<file path="src/design/nprs_pkg.sv">
`timescale 1ns / 1ps
`default_nettype none
// ----------------------------------------------------------------------------
// NAND page read sequencer package
// Shared widths, request and bus action codes, flash opcodes and the
// address byte selection used by the sequencer and its channels.
// ----------------------------------------------------------------------------
package nprs_pkg;

    // Field widths
    localparam int ADDR_W   = 28;
    localparam int COUNT_W  = 29;
    localparam int CMD_W    = 2;
    localparam int ACT_W    = 3;
    localparam int BYTE_W   = 8;

    // Flash geometry
    localparam int PAGE_BYTES         = 2048;
    localparam int PAGE_ADDRESS_BYTES = 3;
    localparam int COL_BITS           = $clog2(PAGE_BYTES);
    localparam int PAGE_BITS          = ADDR_W - COL_BITS;
    localparam int ADDR_BYTES         = 2 + PAGE_ADDRESS_BYTES;
    localparam int ADDR_IDX_W         = 3;

    typedef logic [CMD_W-1:0]   cmd_t;
    typedef logic [ACT_W-1:0]   act_t;
    typedef logic [BYTE_W-1:0]  byte_t;
    typedef logic [ADDR_W-1:0]  addr_t;
    typedef logic [COUNT_W-1:0] count_t;
    typedef logic [ADDR_IDX_W-1:0] addr_idx_t;

    // Request codes
    localparam cmd_t CMD_READ  = 2'd0;
    localparam cmd_t CMD_RESET = 2'd1;
    localparam cmd_t CMD_TICK  = 2'd2;

    // Bus action codes
    localparam act_t ACT_IDLE   = 3'd0;
    localparam act_t ACT_SELECT = 3'd1;
    localparam act_t ACT_CMD    = 3'd2;
    localparam act_t ACT_ADDR   = 3'd3;
    localparam act_t ACT_WAIT   = 3'd4;
    localparam act_t ACT_READ   = 3'd5;
    localparam act_t ACT_DESEL  = 3'd6;

    // Flash opcodes
    localparam byte_t OP_READ_1 = 8'h00;
    localparam byte_t OP_READ_2 = 8'h30;
    localparam byte_t OP_RESET  = 8'hff;

    // Pick one address cycle byte: column low, column high, page low..high
    function automatic byte_t address_byte(input addr_t addr, input addr_idx_t idx);
        logic [15:0] col;
        logic [23:0] page;
        logic [39:0] all;
        byte_t       res;
        col  = 16'(addr[COL_BITS-1:0]);
        page = 24'(addr[ADDR_W-1:COL_BITS]);
        all  = {page, col};
        res  = '0;
        if (idx < 3'd5)
        begin
            res = all[idx*8 +: 8];
        end
        return res;
    endfunction

endpackage
`default_nettype wire

</file>
<file path="src/design/nprs_if.sv">
`timescale 1ns / 1ps
`default_nettype none
// ----------------------------------------------------------------------------
// NAND page read sequencer channels
// Valid/ready channels for request items and bus action results.
// ----------------------------------------------------------------------------
interface nprs_item_if
    import nprs_pkg::*;
();
    logic   valid;
    logic   ready;
    cmd_t   command;
    addr_t  start_address;
    count_t byte_count;
    logic   ready_req;
    byte_t  flash_byte;

    modport source (output valid, command, start_address, byte_count, ready_req,
                    flash_byte, input ready);
    modport sink   (input valid, command, start_address, byte_count, ready_req,
                    flash_byte, output ready);
endinterface

interface nprs_result_if
    import nprs_pkg::*;
();
    logic  valid;
    logic  ready;
    act_t  bus_action;
    byte_t bus_byte;
    byte_t read_byte;
    logic  read_valid;
    logic  read_last;
    logic  engine_busy;

    modport source (output valid, bus_action, bus_byte, read_byte, read_valid,
                    read_last, engine_busy, input ready);
    modport sink   (input valid, bus_action, bus_byte, read_byte, read_valid,
                    read_last, engine_busy, output ready);
endinterface
`default_nettype wire

</file>
<file path="src/design/nand_page_read_sequencer.sv">
`timescale 1ns / 1ps
`default_nettype none
// ----------------------------------------------------------------------------
// NAND page read sequencer
// Steps a large-page NAND flash bus through read and reset sequences, one
// bus action per transfer on the item channel.
// ----------------------------------------------------------------------------
// Usage:
//   item   : one transfer per flash interface tick or request start. A read
//            request carries start_address and byte_count, a reset request
//            needs no payload, a tick carries ready_req and flash_byte.
//   result : exactly one transfer per item, giving the bus action to drive,
//            the command/address byte, any captured data byte with its
//            last flag, and whether the engine is still busy.
//   The result of an item is registered and sits in the output register
//   the cycle after its transfer. Throughput is one item per cycle while
//   results are taken; the single result register is the only storage
//   between the channels. A stalled result holds the register and drops
//   item ready until the result transfers; a result taken in the same
//   cycle frees the slot for the next item at once.
//   Reset returns the engine to idle with no result pending.
// ----------------------------------------------------------------------------
module nand_page_read_sequencer
    import nprs_pkg::*;
(
    input  wire logic          clk,
    input  wire logic          rst_n,
    nprs_item_if.sink          item,
    nprs_result_if.source      result
);

    localparam logic [3:0] PH_IDLE  = 4'd0;
    localparam logic [3:0] PH_CMD1  = 4'd1;
    localparam logic [3:0] PH_ADDR  = 4'd2;
    localparam logic [3:0] PH_CMD2  = 4'd3;
    localparam logic [3:0] PH_WAIT  = 4'd4;
    localparam logic [3:0] PH_DATA  = 4'd5;
    localparam logic [3:0] PH_DESEL = 4'd6;
    localparam logic [3:0] PH_RCMD  = 4'd7;

    localparam addr_idx_t ADDR_IDX_LAST = ADDR_IDX_W'(ADDR_BYTES - 1);

    logic [3:0] phase_reg, phase_next;
    addr_idx_t  addr_idx_reg, addr_idx_next;
    addr_t      cur_addr_reg, cur_addr_next;
    count_t     remaining_reg, remaining_next;
    logic       is_reset_reg, is_reset_next;

    logic       out_valid_reg;
    act_t       act_reg, act_next;
    byte_t      bus_byte_reg, bus_byte_next;
    byte_t      rd_byte_reg, rd_byte_next;
    logic       rd_valid_reg, rd_valid_next;
    logic       rd_last_reg, rd_last_next;
    logic       busy_reg;

    logic       take;
    addr_t      addr_inc;
    count_t     remaining_dec;

    // Accept whenever the result slot is empty or emptying
    assign item.ready = !out_valid_reg || result.ready;
    assign take       = item.valid && item.ready;

    assign addr_inc      = cur_addr_reg + addr_t'(1);
    assign remaining_dec = remaining_reg - count_t'(1);

    // Advance the sequence by one bus action
    always_comb
    begin
        phase_next     = phase_reg;
        addr_idx_next  = addr_idx_reg;
        cur_addr_next  = cur_addr_reg;
        remaining_next = remaining_reg;
        is_reset_next  = is_reset_reg;
        act_next       = ACT_IDLE;
        bus_byte_next  = '0;
        rd_byte_next   = '0;
        rd_valid_next  = 1'b0;
        rd_last_next   = 1'b0;

        unique case (item.command)
            CMD_READ, CMD_RESET:
            begin
                if (phase_reg == PH_IDLE)
                begin
                    act_next      = ACT_SELECT;
                    addr_idx_next = '0;
                    if (item.command == CMD_READ)
                    begin
                        is_reset_next  = 1'b0;
                        cur_addr_next  = item.start_address;
                        remaining_next = item.byte_count;
                        phase_next     = (item.byte_count == '0) ? PH_DESEL : PH_CMD1;
                    end
                    else
                    begin
                        is_reset_next = 1'b1;
                        phase_next    = PH_RCMD;
                    end
                end
            end
            CMD_TICK:
            begin
                unique case (phase_reg)
                    PH_CMD1:
                    begin
                        act_next      = ACT_CMD;
                        bus_byte_next = OP_READ_1;
                        addr_idx_next = '0;
                        phase_next    = PH_ADDR;
                    end
                    PH_ADDR:
                    begin
                        act_next      = ACT_ADDR;
                        bus_byte_next = address_byte(cur_addr_reg, addr_idx_reg);
                        if (addr_idx_reg >= ADDR_IDX_LAST)
                        begin
                            addr_idx_next = '0;
                            phase_next    = PH_CMD2;
                        end
                        else
                        begin
                            addr_idx_next = addr_idx_reg + addr_idx_t'(1);
                        end
                    end
                    PH_CMD2:
                    begin
                        act_next      = ACT_CMD;
                        bus_byte_next = OP_READ_2;
                        phase_next    = PH_WAIT;
                    end
                    PH_RCMD:
                    begin
                        act_next      = ACT_CMD;
                        bus_byte_next = OP_RESET;
                        phase_next    = PH_WAIT;
                    end
                    PH_WAIT:
                    begin
                        act_next = ACT_WAIT;
                        if (item.ready_req)
                        begin
                            phase_next = is_reset_reg ? PH_DESEL : PH_DATA;
                        end
                    end
                    PH_DATA:
                    begin
                        act_next       = ACT_READ;
                        rd_byte_next   = item.flash_byte;
                        rd_valid_next  = 1'b1;
                        cur_addr_next  = addr_inc;
                        remaining_next = remaining_dec;
                        if (remaining_dec == '0)
                        begin
                            rd_last_next = 1'b1;
                            phase_next   = PH_DESEL;
                        end
                        else if (addr_inc[COL_BITS-1:0] == '0)
                        begin
                            phase_next = PH_CMD1;
                        end
                    end
                    PH_DESEL:
                    begin
                        act_next      = ACT_DESEL;
                        is_reset_next = 1'b0;
                        phase_next    = PH_IDLE;
                    end
                    default:
                    begin
                        phase_next = PH_IDLE;
                    end
                endcase
            end
            default:
            begin
                act_next = ACT_IDLE;
            end
        endcase
    end

    // Hold the sequence state, update on each item transfer
    always_ff @(posedge clk or negedge rst_n)
    begin
        if (!rst_n)
        begin
            phase_reg     <= PH_IDLE;
            addr_idx_reg  <= '0;
            cur_addr_reg  <= '0;
            remaining_reg <= '0;
            is_reset_reg  <= 1'b0;
        end
        else if (take)
        begin
            phase_reg     <= phase_next;
            addr_idx_reg  <= addr_idx_next;
            cur_addr_reg  <= cur_addr_next;
            remaining_reg <= remaining_next;
            is_reset_reg  <= is_reset_next;
        end
    end

    // Track result occupancy
    always_ff @(posedge clk or negedge rst_n)
    begin
        if (!rst_n)
        begin
            out_valid_reg <= 1'b0;
        end
        else if (take)
        begin
            out_valid_reg <= 1'b1;
        end
        else if (result.ready)
        begin
            out_valid_reg <= 1'b0;
        end
    end

    // Load the result payload
    always_ff @(posedge clk)
    begin
        if (take)
        begin
            act_reg      <= act_next;
            bus_byte_reg <= bus_byte_next;
            rd_byte_reg  <= rd_byte_next;
            rd_valid_reg <= rd_valid_next;
            rd_last_reg  <= rd_last_next;
            busy_reg     <= (phase_next != PH_IDLE);
        end
    end

    assign result.valid       = out_valid_reg;
    assign result.bus_action  = act_reg;
    assign result.bus_byte    = bus_byte_reg;
    assign result.read_byte   = rd_byte_reg;
    assign result.read_valid  = rd_valid_reg;
    assign result.read_last   = rd_last_reg;
    assign result.engine_busy = busy_reg;

endmodule
`default_nettype wire
</file>
<file path="src/flat_wrapper.sv">
// flat-port wrapper written by rule: the top's interface ports become plain ports
module nand_page_read_sequencer_flat import nprs_pkg::*;
  (clk, rst_n, item_valid, item_command, item_start_address, item_byte_count, item_ready_req, item_flash_byte, item_ready, result_valid, result_bus_action, result_bus_byte, result_read_byte, result_read_valid, result_read_last, result_engine_busy, result_ready);
  nprs_item_if item_i ();
  nprs_result_if result_i ();
  input  wire logic clk;
  input  wire logic rst_n;
  input wire logic [$bits(item_i.valid)-1:0] item_valid;
  input wire logic [$bits(item_i.command)-1:0] item_command;
  input wire logic [$bits(item_i.start_address)-1:0] item_start_address;
  input wire logic [$bits(item_i.byte_count)-1:0] item_byte_count;
  input wire logic [$bits(item_i.ready_req)-1:0] item_ready_req;
  input wire logic [$bits(item_i.flash_byte)-1:0] item_flash_byte;
  output wire logic [$bits(item_i.ready)-1:0] item_ready;
  output wire logic [$bits(result_i.valid)-1:0] result_valid;
  output wire logic [$bits(result_i.bus_action)-1:0] result_bus_action;
  output wire logic [$bits(result_i.bus_byte)-1:0] result_bus_byte;
  output wire logic [$bits(result_i.read_byte)-1:0] result_read_byte;
  output wire logic [$bits(result_i.read_valid)-1:0] result_read_valid;
  output wire logic [$bits(result_i.read_last)-1:0] result_read_last;
  output wire logic [$bits(result_i.engine_busy)-1:0] result_engine_busy;
  input wire logic [$bits(result_i.ready)-1:0] result_ready;
  assign item_i.valid = item_valid;
  assign item_i.command = item_command;
  assign item_i.start_address = item_start_address;
  assign item_i.byte_count = item_byte_count;
  assign item_i.ready_req = item_ready_req;
  assign item_i.flash_byte = item_flash_byte;
  assign item_ready = item_i.ready;
  assign result_valid = result_i.valid;
  assign result_bus_action = result_i.bus_action;
  assign result_bus_byte = result_i.bus_byte;
  assign result_read_byte = result_i.read_byte;
  assign result_read_valid = result_i.read_valid;
  assign result_read_last = result_i.read_last;
  assign result_engine_busy = result_i.engine_busy;
  assign result_i.ready = result_ready;
  nand_page_read_sequencer u_core (.clk(clk), .rst_n(rst_n), .item(item_i), .result(result_i));
endmodule
</file>
<file path="config.mk">
export PLATFORM = sky130hd
export DESIGN_NAME = nand_page_read_sequencer_flat
export DESIGN_NICKNAME = d
export VERILOG_FILES = /design/src/design/nprs_pkg.sv /design/src/design/nprs_if.sv /design/src/design/nand_page_read_sequencer.sv /design/src/flat_wrapper.sv
export SDC_FILE = /design/constraint.sdc
export NUM_CORES = 1
export LEC_CHECK = 0
export ABC_AREA = 1
export BUFFER_PORTS_ARGS = -buffer_cell sky130_fd_sc_hd__clkbuf_2
export CAP_MARGIN = 20
export CELL_PAD_IN_SITES_DETAIL_PLACEMENT = 0
export CELL_PAD_IN_SITES_GLOBAL_PLACEMENT = 1
export CORE_UTILIZATION = 37
export DETAILED_ROUTE_END_ITERATION = 16
export MAX_ROUTING_LAYER = met4
export PLACE_DENSITY = 0.85
export SLEW_MARGIN = 40
export SYNTH_ARGS = -nofsm -noshare
export SYNTH_HDL_FRONTEND = slang
export SYNTH_SLANG_ARGS = --single-unit
</file>
<file path="constraint.sdc">
create_clock -name clk -period 2.4 [get_ports clk]
set_input_delay 0 -clock clk [delete_from_list [all_inputs] [get_ports clk]]
set_output_delay 0 -clock clk [all_outputs]
set_load 0.1 [all_outputs]
</file>
==> run_results.csv <==
group,metric,value,unit
run_status,run_status,"finished with violations",
run_status,violations,"hold timing",
drt,antenna_left,0,
clock_tree,cts_tree,"yes",
grt,grt_antenna_before_repair,0,
timing,fmax,423.9,MHz
timing,setup_slack,0.04100,ns
cells_and_area,synthToLayoutAreaGrowth,33.28,%
logic_synthesis,synth_ff_type,"dfrtp_1",
clock_tree,clock_latency,0.36,ns
placement,dp_hpwl,14210,µm
logic_synthesis,ys_seq_area_share,38.29,%
logic_synthesis,yosysWarnings,0,
drt,vias_per_cell,5.152,
cells_and_area,fin_area,0.008048,mm²
clock_tree,root_buffer,"clkbuf_16",
cells_and_area,multi_input_area,0.003392,mm²
timing,hold_viol,1,
power_and_ir_drop,p_leak,3.631,nW
worst_setup_path,cp-start-kind,"flip-flop",
placement,place.gp.congestion,1.019,
drt,drt_iter0_markers,489,
grt,grt_overflow,0,
drt,remaining_drc_errors,0,
placement,dpl_worst_slack,-0.01234,ns
worst_setup_path,endpoint_kind,"flip-flop",
grt,grt_max_degree,47,
timing,slew_violations,0,
timing,post-route-period-util,98.29,%
cells_and_area,final_nets,1121,
floorplanning,die_w,129.8,µm
logic_synthesis,synth_edf_count,22,
timing,rsz0062_at_grt,"true",
drt,dr.pass1.iters,5,
cells_and_area,drive_above_1_share,23.16,%
grt,grt_use_met1,34.70,%
grt,grt_pass1_vias,5830,
clock_tree,htree_levels,3,
clock_tree,clk_pin_slew_worst_paths,0.07,ns
timing,finalSetupViolations,0,
placement,post_dp_cell_area,0.007030,mm²
logic_synthesis,async_reset_ff_share,75.00,%
worst_setup_path,crit_family,"simple AND/OR/NAND/NOR gates",
drt,vias,6517,
worst_setup_path,slowest_stage,"dfrtp_2",
floorplanning,dieArea,0.01684,mm²
floorplanning,die_y,129.8,µm
placement,dp_cells,1189,
timing,worstMarginPinSlew,0.6116,ns
floorplanning,rows,46,
worst_setup_path,worstSetupPathType,"flip-flop to flip-flop",
flow_run,maxCapViolations,0,
timing,skew,0.007310,ns
worst_hold_path,hold_class,"input port to flip-flop",
logic_synthesis,avgSynthCellArea,6.957,µm²
clock_tree,clk_path_buf_depth,2,
logic_synthesis,synthesis.nets,945,
worst_setup_path,critPathArrivalTime,2.48,ns
drt,routed_wl,19210,µm
logic_synthesis,synth_seq_cells,88,
timing,hold_slack,-0.0005934,ns
worst_setup_path,critPathBufInv,0,
timing,fin_crit,2.359,ns
placement,port_buffers,95,
worst_setup_path,worst-path-max-fanout,5,
clock_tree,cts.sinks,88,
clock_tree,numCtsBuffers,9,
grt,grt_usage,24.25,%
grt,grtUsageMet2,35.07,%
cells_and_area,post-route-util,50.66,%
timing,fin_setup_tns,0,ns
logic_synthesis,syn_area,0.006038,mm²
power_and_ir_drop,power,8.445,mW
grt,grt_first_pass_wirelength,30330,µm
drt,avgRoutedWirePerCell,15.19,µm
cells_and_area,largest_reg_flops,29,
timing,max-slew-margin-rel,58.85,%
logic_synthesis,synth_cell_types,40,
floorplanning,start_util,38.01,%
cells_and_area,antennaDiodeCount,0,
worst_setup_path,max_stage_delay,0.46,ns
floorplanning,pin_count,96,
cells_and_area,instances_no_fill,1265,
power_and_ir_drop,peakVddDrop,474.1,µV
cells_and_area,nFillCells,1597,
cells_and_area,seqCellArea,0.002318,mm²
worst_setup_path,required,2.52,ns
power_and_ir_drop,power_density,1049,mW/mm²
worst_setup_path,crit_path_frequent_cell,"nand2_1",
grt,use_met3,2.952,%
worst_setup_path,crit_chain,"nor2_4 > nand2_4 > nor2_4 > xor2_2 > nand2_1 > nor2_1 > nand3_1 > nor2_2 > nand3_2 > nand2_1 > nand2_1 > nand2_1 > nand3_2 > nor2_1 > nand2_1",
logic_synthesis,postSynthCellCount,868,
floorplanning,coreArea,0.01589,mm²
grt,busiest_layer,"met2",
[synthesized netlist by cell type, types with 2 or more instances]
cell	count	area share (%)
o21ai_0	89	7.4
dfrtp_1	66	27
nor2_2	12	1.2
o211ai_1	12	1.5
buf_4	2	0.25
inv_2	2	0.12
inv_1	96	6.0
o22ai_1	30	3.1
xor2_2	2	0.54
nand2_1	179	11
ha_1	5	1.0
nor4_1	16	1.7
nand2_4	2	0.37
nor2_1	142	8.8
o21ai_1	5	0.41
nand2_2	5	0.52
xor2_1	15	2.2
nand4_1	17	1.8
a22oi_1	4	0.50
clkbuf_1	18	1.1
buf_2	10	0.83
or2_2	2	0.21
nor3_1	13	1.1
nor2_4	4	0.75
nand3_1	50	4.1
nand3_2	3	0.50
a21oi_1	32	2.7
xnor2_1	2	0.29
edfxtp_1	22	11
[path summary, 6_finish.rpt]
kind	to	from	cells after the start	slack, ns
worst max-delay path	u_core.result.engine_busy	u_core.remaining_reg[3]	15	0.04
worst min-delay path	u_core.remaining_reg[22]	item_byte_count[22]	3	-0.0006
worst max register to register	u_core.result.engine_busy	u_core.remaining_reg[3]	15	0.04
worst min register to register	u_core.is_reset_reg	u_core.is_reset_reg	2	0.50
max in group asynchronous	u_core.cur_addr_reg[4]	rst_n	3	1.56
min in group asynchronous	u_core.remaining_reg[5]	rst_n	2	0.17
[per-layer routing]
layer | share of wire (%) | wire length [µm] | up-vias
li1 | - | - | 3252
met1 | 48 | 9240 | 2998
met2 | 44 | 8423 | 241
met3 | 6.0 | 1158 | 26
met4 | 2.0 | 390 | 0
met5 | 0 | 0 | -
[timing repair]
action,CTS,global route
hold buffers,47,0
cloned,0,1
hold endpoints to repair,67,0
endpoints found under the setup margin,1,14
setup buffers,0,12
pin swaps,1,21
gates resized for setup,3,45
[layout make-up]
type	instances	area share, %
Clock buffer	9	2.799
Clock inverter	7	0.7618
Inverter	99	4.664
Multi-Input combinational cell	650	42.15
Sequential cell	88	28.81
Tap cell	216	3.358
Timing Repair Buffer	196	17.46
[power breakdown]
part | switching [mW] | internal [mW] | total [mW]
Combinational | 2.67 | 1.53 | 4.20
Sequential | 0.708 | 2.12 | 2.83
Clock | 0.696 | 0.726 | 1.42
[logic make-up after synthesis]
kind of cell / count (synthesis) / share of synthesized area [%]
and+or+nand+nor: 448 / 32.99
AOI/OAI and AO/OA: 177 / 16.18
buffers and inverters: 131 / 8.495
DFF: 88 / 38.29
xor gates and xnor gates: 19 / 3.005
adders and majority gates: 5 / 1.036
[worst min-delay path, cell delays in order]
cell      delay (ns)
clkbuf_2        0.09
o21ai_0         0.09
o22ai_1         0.12
[cell usage in the layout, fill, tap and decap left out, types with 3 or more instances in the layout]
cell type / synthesis / layout
nand2_1: 179 / 172
nor2_1: 142 / 128
clkbuf_2: 1 / 94
inv_1: 96 / 90
o21ai_0: 89 / 87
dfrtp_1: 66 / 61
buf_4: 2 / 49
nand3_1: 50 / 48
dlygate4sd3_1: 0 / 47
a21oi_1: 32 / 31
o22ai_1: 30 / 30
edfxtp_1: 22 / 22
nor2_2: 12 / 21
nand4_1: 17 / 17
nor4_1: 16 / 16
xor2_1: 15 / 12
o211ai_1: 12 / 12
nor3_1: 13 / 11
nand2_2: 5 / 11
nor2_4: 4 / 10
clkbuf_16: 0 / 9
inv_2: 2 / 7
o21ai_1: 5 / 7
xor2_2: 2 / 5
dfrtp_2: 0 / 5
nand3_2: 3 / 4
a22oi_1: 4 / 4
buf_12: 0 / 4
nand2_4: 2 / 3
ha_1: 5 / 3
Note: power is estimated with default switching activity, not from simulation.
